### src/hw/rtl/dmlh_pkg.sv
// dmlh_pkg: shared widths, constants and state codes of the line hull block
// no dependencies

package dmlh_pkg;

    localparam int DEF_MAX_LINES = 64;
    localparam int COEF_W        = 32;
    localparam int OPER_W        = COEF_W + 1;
    localparam int PROD_W        = 2 * OPER_W;
    localparam int VALUE_W       = 64;
    localparam int TOTAL_W       = 7;
    localparam int ENTRY_W       = 2 * COEF_W;

    // envelope value reported for an empty table, minus (9e18 + 5)
    localparam logic signed [VALUE_W-1:0] EMPTY_VALUE = 64'sh831993AF1D7BFFFB;

    localparam logic OP_ADD   = 1'b0;
    localparam logic OP_QUERY = 1'b1;

    typedef enum logic [23:0] {
        S_IDLE       = 24'h000001,
        S_SCAN_RD    = 24'h000002,
        S_SCAN_CHK   = 24'h000004,
        S_FULL_CHK   = 24'h000008,
        S_MOVE       = 24'h000010,
        S_INS_WR     = 24'h000020,
        S_MID_TEST   = 24'h000040,
        S_LEFT_TEST  = 24'h000080,
        S_RIGHT_TEST = 24'h000100,
        S_LD0        = 24'h000200,
        S_LD1        = 24'h000400,
        S_LD2        = 24'h000800,
        S_LD3        = 24'h001000,
        S_DIFF       = 24'h002000,
        S_MUL_A      = 24'h004000,
        S_MUL_B      = 24'h008000,
        S_MUL_C      = 24'h010000,
        S_Q_TEST     = 24'h020000,
        S_Q_RD1      = 24'h040000,
        S_Q_RD2      = 24'h080000,
        S_Q_EV       = 24'h100000,
        S_Q_F1       = 24'h200000,
        S_Q_F2       = 24'h400000,
        S_DONE       = 24'h800000
    } state_t;

    // which pruning test a redundancy check belongs to
    typedef enum logic [2:0] {
        CTX_MID   = 3'b001,
        CTX_LEFT  = 3'b010,
        CTX_RIGHT = 3'b100
    } ctx_t;

endpackage

### src/hw/rtl/dmlh_mul.sv
// dmlh_mul: signed 33 x 33 multiplier with registered product
// depends on dmlh_pkg

module dmlh_mul
    import dmlh_pkg::*;
(
    input  logic                     clk,
    input  logic signed [OPER_W-1:0] a,
    input  logic signed [OPER_W-1:0] b,
    output logic signed [PROD_W-1:0] prod
);

    // one multiply per cycle, product ready in the next cycle
    always_ff @(posedge clk)
    begin
        prod <= a * b;
    end

endmodule

### config.mk
export PLATFORM = sky130hd
export DESIGN_NAME = dmlh_mul
export DESIGN_NICKNAME = d
export VERILOG_FILES = /design/src/hw/rtl/dmlh_pkg.sv /design/src/hw/rtl/dmlh_mul.sv
export SDC_FILE = /design/constraint.sdc
export NUM_CORES = 2
export LEC_CHECK = 0
export ABC_AREA = 1
export BUFFER_PORTS_ARGS = -buffer_cell sky130_fd_sc_hd__clkbuf_2
export CAP_MARGIN = 5
export CORE_UTILIZATION = 50
export CTS_CLUSTER_DIAMETER = 100
export DETAILED_ROUTE_END_ITERATION = 7
export PLACE_DENSITY = 0.71
export SYNTH_ARGS = -nofsm -noshare
export SYNTH_HDL_FRONTEND = slang
export SYNTH_SLANG_ARGS = --single-unit
### constraint.sdc
create_clock -name clk -period 10.38 [get_ports clk]
set_clock_uncertainty 0.05 [all_clocks]
set_input_delay 1.038 -clock clk [delete_from_list [all_inputs] [get_ports clk]]
set_output_delay 1.038 -clock clk [all_outputs]
set_load 0.01 [all_outputs]
Yosys cells after proc, flatten, opt, wreduce, memory -nomap -nowiden
Cells that the tools add are included.
{"block": "op_classes", "n_eq_ne": 0, "magnitude_cmp": 0, "bitwise_logic": 0, "n_shift": 0, "muxes": 0, "n_mul": 1, "n_reduce_logical": 0, "add_sub_neg": 0, "div_mod_pow": 0}
{"operator": "$mul 33x33->66", "n": 1}
{"block": "totals", "elab_cells": 2, "register_bits": 66, "ramBits": 0, "rom_bits": 0, "latchBits": 0, "memories": 0, "out_inout_bits": 66, "in_bits": 67}

Depth between registers and ports, before layout
{"block": "depth", "word_depth": 1, "depth_mapped": 34, "depth_no_buf": 32}

Worst setup path before layout
OpenSTA, ideal clock, no wires.
{"block": "synth_path", "kind": "input-to-reg", "start": "input port a[32]", "end": "register prod[60]", "cell_stages": 23, "slack_ns": 2.536, "t_arrival_ns": 7.681, "setup_ns": 0.113, "n_path_buf": 2, "t_required_ns": 10.217, "path_cell_list": "clkbuf_1 -> clkbuf_1 -> nand2_1 -> inv_1 -> fa_1 -> fa_1 -> fa_1 -> fa_1 -> inv_1 -> fa_1 -> fa_1 -> fa_1 -> fa_1 -> inv_1 -> ha_1 -> nand2_1 -> nor2_1 -> inv_1 -> nor3_1 -> nand2_1 -> and2_0 -> nand4_1 -> nand2_1"}
{"block": "synth_via", "elab_chain_cells": 1}
{"item": "from (decl)", "line_no": "dmlh_mul.sv:8", "source": "input logic signed [OPER_W-1:0] a,"}
{"item": "$mul 33x33->66", "line_no": "dmlh_mul.sv:16", "source": "prod <= a * b;"}
{"item": "to (signal assigned)", "line_no": "dmlh_mul.sv:16"}
{"item": "to (decl)", "line_no": "dmlh_mul.sv:10", "source": "output logic signed [PROD_W-1:0] prod"}
No other way between the ends.

Final worst setup path
{"block": "layout_path", "start": "input port a[32]", "end": "register prod[64]"}
Same word-level chain as after synthesis.

==> impl_metrics.csv <==
group,metric,value,unit
status,status,"complete, no violations",
logic_synthesis,syn_area,43200,um^2
worst_hold_path,worstHoldPathType,"in2reg",
detailed_routing,wl,116000,um
global_route,globalRoute.totalOverflow,0,
worst_hold_path,min_from,"a[1]",
sta,slew_violations,0,
placement,gp_congestion,0.969,
floorplanning,dieWidth,296,um
cells_and_area,drive_gt1_share,4.19,%
logic_synthesis,post-synth-top-area-cell,"fa_1",
critical_path,path_cells,"clkbuf_2 > nand2_1 > inv_1 > fa_1 > fa_1 > fa_1 > fa_1 > fa_1 > fa_1 > fa_1 > inv_1 > fa_1 > inv_1 > ha_1 > nand2_1 > nor2_1 > nand2_1 > nor4_1 > nand2_1 > nand3_1 > nand2_1",
critical_path,arrival,8720,ps
critical_path,critPathRequiredTime,10570,ps
logic_synthesis,synth_area_leaders,"fa_1 53%, inv_1 16%, nand2_1 13%",
sta,grt_setup_unrepaired,"false",
critical_path,cpLargestDelayFamily,"adder cells",
critical_path,crit_path_end_kind,"flop",
cts,cts_root_buffer,"clkbuf_16",
worst_hold_path,min_to,"prod[1]",
floorplanning,start_util,50.6,%
cells_and_area,regMostFlops,"prod",
critical_path,crit_path_frequent_cell,"fa_1",
cts,clockBufferDepth,2,
logic_synthesis,ys_warn_count,0,
logic_synthesis,synth_fp_nets,6972,
job,timing.max_cap.violations,0,
cells_and_area,layout_common_cells,"1,893 x inv_1, 1,517 x nand2_1, 1,145 x fa_1",
global_route,grt_use_total,28.6,%
cts,cts_setup_buffers,0,
critical_path,critPathMaxFanout,33,
logic_synthesis,synth_top_area_share,53.1,%
cts,cts.hold.buffers_added,0,
logic_synthesis,synth_cell_types,35,
cells_and_area,largest_register_ff_count,66,
cts,cts_tree,"built",
cts,clk_pin_slew_worst_paths,60,ps
detailed_routing,dr.first_iter.drc_count,2209,
floorplanning,pin_count,133,
logic_synthesis,avgSynthCellArea,7.79,um^2
floorplanning,rows,107,
detailed_routing,routedWlPerCell,17.6,um
cts,htree_levels,3,
logic_synthesis,seq_area_frac_synth,3.06,%
critical_path,crit_buf_inv,4,
critical_path,cpPeakStageDelay,1230,ps
floorplanning,dieArea,87500,um^2
sta,min_period_over_period,82.1,%
critical_path,start_kind,"input pin",
cts,cts_buffers,9,
detailed_routing,drc_errors,0,
logic_synthesis,ys_seq_elements,66,
sta,tightest_slew,1230,ps
sta,max_clock_freq,117,MHz
floorplanning,coreArea,85300,um^2
sta,finalSetupViolations,0,
sta,finalHoldViolCount,0,
worst_hold_path,whs_path_depth,4,
cts,clock_sinks,66,
global_route,grt_antenna_before_repair,8,
global_route,grt_pass1_vias,36700,
sta,period_needed,8520,ps
detailed_routing,postRouteAntennaNets,0,
cells_and_area,top_regs,"prod x66",
placement,io_buffers,132,
cells_and_area,area_growth,3.61,%
sta,fin_setup_tns,0,ps
critical_path,crit_type,"in2reg",
global_route,grt_pass1_wl,193000,um
placement,place_hpwl,97900,um
floorplanning,die_y,296,um
global_route,grt_max_degree,35,
critical_path,crit_slowest_cell,"fa_1",
logic_synthesis,syn_inst,5543,
sta,hold_slack,1540,ps
cts,post_cts_resized,0,
cells_and_area,layout_commonest_cell,"inv_1",
cells_and_area,finalNetCount,6871,
sta,slew_headroom,18.0,%
detailed_routing,avgViaCountPerCell,4.99,
detailed_routing,dr.pass1.iters,5,
detailed_routing,num_vias,32900,
final cells by class:
class	instances	area, um^2
fill	8086	40600
multi-input combinational	3319	33800
inverter	1895	7110
tap	1144	1430
sequential	66	1320
timing repair buffer	151	803
clock buffer	9	225
clock inverter	7	76.3
antenna	3	7.51
through the flow:
stage / worst slack (ps) / utilization (%) / std cells / cell area (um^2)
final: 1860 / 52.5 / 6594 / 44700
after global routing: 1200 / 52.4 / 6592 / 44700
after CTS: 1810 / 52.4 / 6591 / 44700
after detailed placement: 1480 / 52.1 / 6575 / 44400
after global placement: 1520 / 52.1 / 6575 / 44400
after floorplan: 2540 / - / 5543 / 43200
layer usage:
layer / GRT usage (%) / vias to the layer above / share of wire [%]
met2: 50.5 / 1231 / 50
met5: 0 / - / 0.072
li1: - / 14800 / -
met1: 35.4 / 16600 / 39
met3: 4.67 / 298 / 7.4
met4: 9.74 / 14 / 4.0
how the worst max path moves through the flow:
stage | slack [ps] | depth (start not counted) | to | startpoint
2_1_floorplan | 2540 | 23 | prod[60] | a[32]
3_3_place_gp | 1520 | 23 | prod[64] | a[32]
3_5_place_dp | 1480 | 21 | prod[64] | a[32]
4_1_cts | 1810 | 21 | prod[64] | a[32]
5_1_grt | 1200 | 24 | prod[60] | a[32]
6_report | 1860 | 21 | prod[64] | a[32]
cells by family (layout without fill, tap and decap cells):
| logic type | after synthesis | in the layout | synth area share [%] |
|---|---|---|---|
| compound gates | 106 | 106 | 1.38 |
| xor+xnor | 41 | 41 | 0.832 |
| fa+ha+maj | 1362 | 1362 | 59.4 |
| buf+inv | 2158 | 2062 | 18.8 |
| flops | 66 | 66 | 3.06 |
| other cells | 0 | 3 | 0 |
| simple gates | 1810 | 1810 | 16.6 |
Yosys cell counts:
library cell / count
inv_2: 1
nor2_2: 20
a21oi_1: 61
o21a_1: 1
a21oi_2: 4
a21boi_0: 1
clkbuf_1: 262
inv_1: 1894
and2_0: 1
o21bai_1: 14
a21o_1: 2
nor4_1: 4
o21ai_1: 3
nor4_2: 1
and2_1: 2
or2_2: 5
nor3_1: 7
nand3b_1: 3
nor2_4: 3
o21ai_0: 19
dfxtp_1: 66
nor2_1: 131
fa_1: 1145
nand2_1: 1517
nand4_1: 19
nand2_2: 17
nor3_2: 1
o21ai_2: 1
nand3_2: 8
ha_1: 217
xor2_1: 37
or2_1: 1
buf_1: 1
nand3_1: 70
xnor2_1: 4
Power is not shown: default switching activity piles up to over one toggle a cycle in this logic, so the estimate is an artifact.
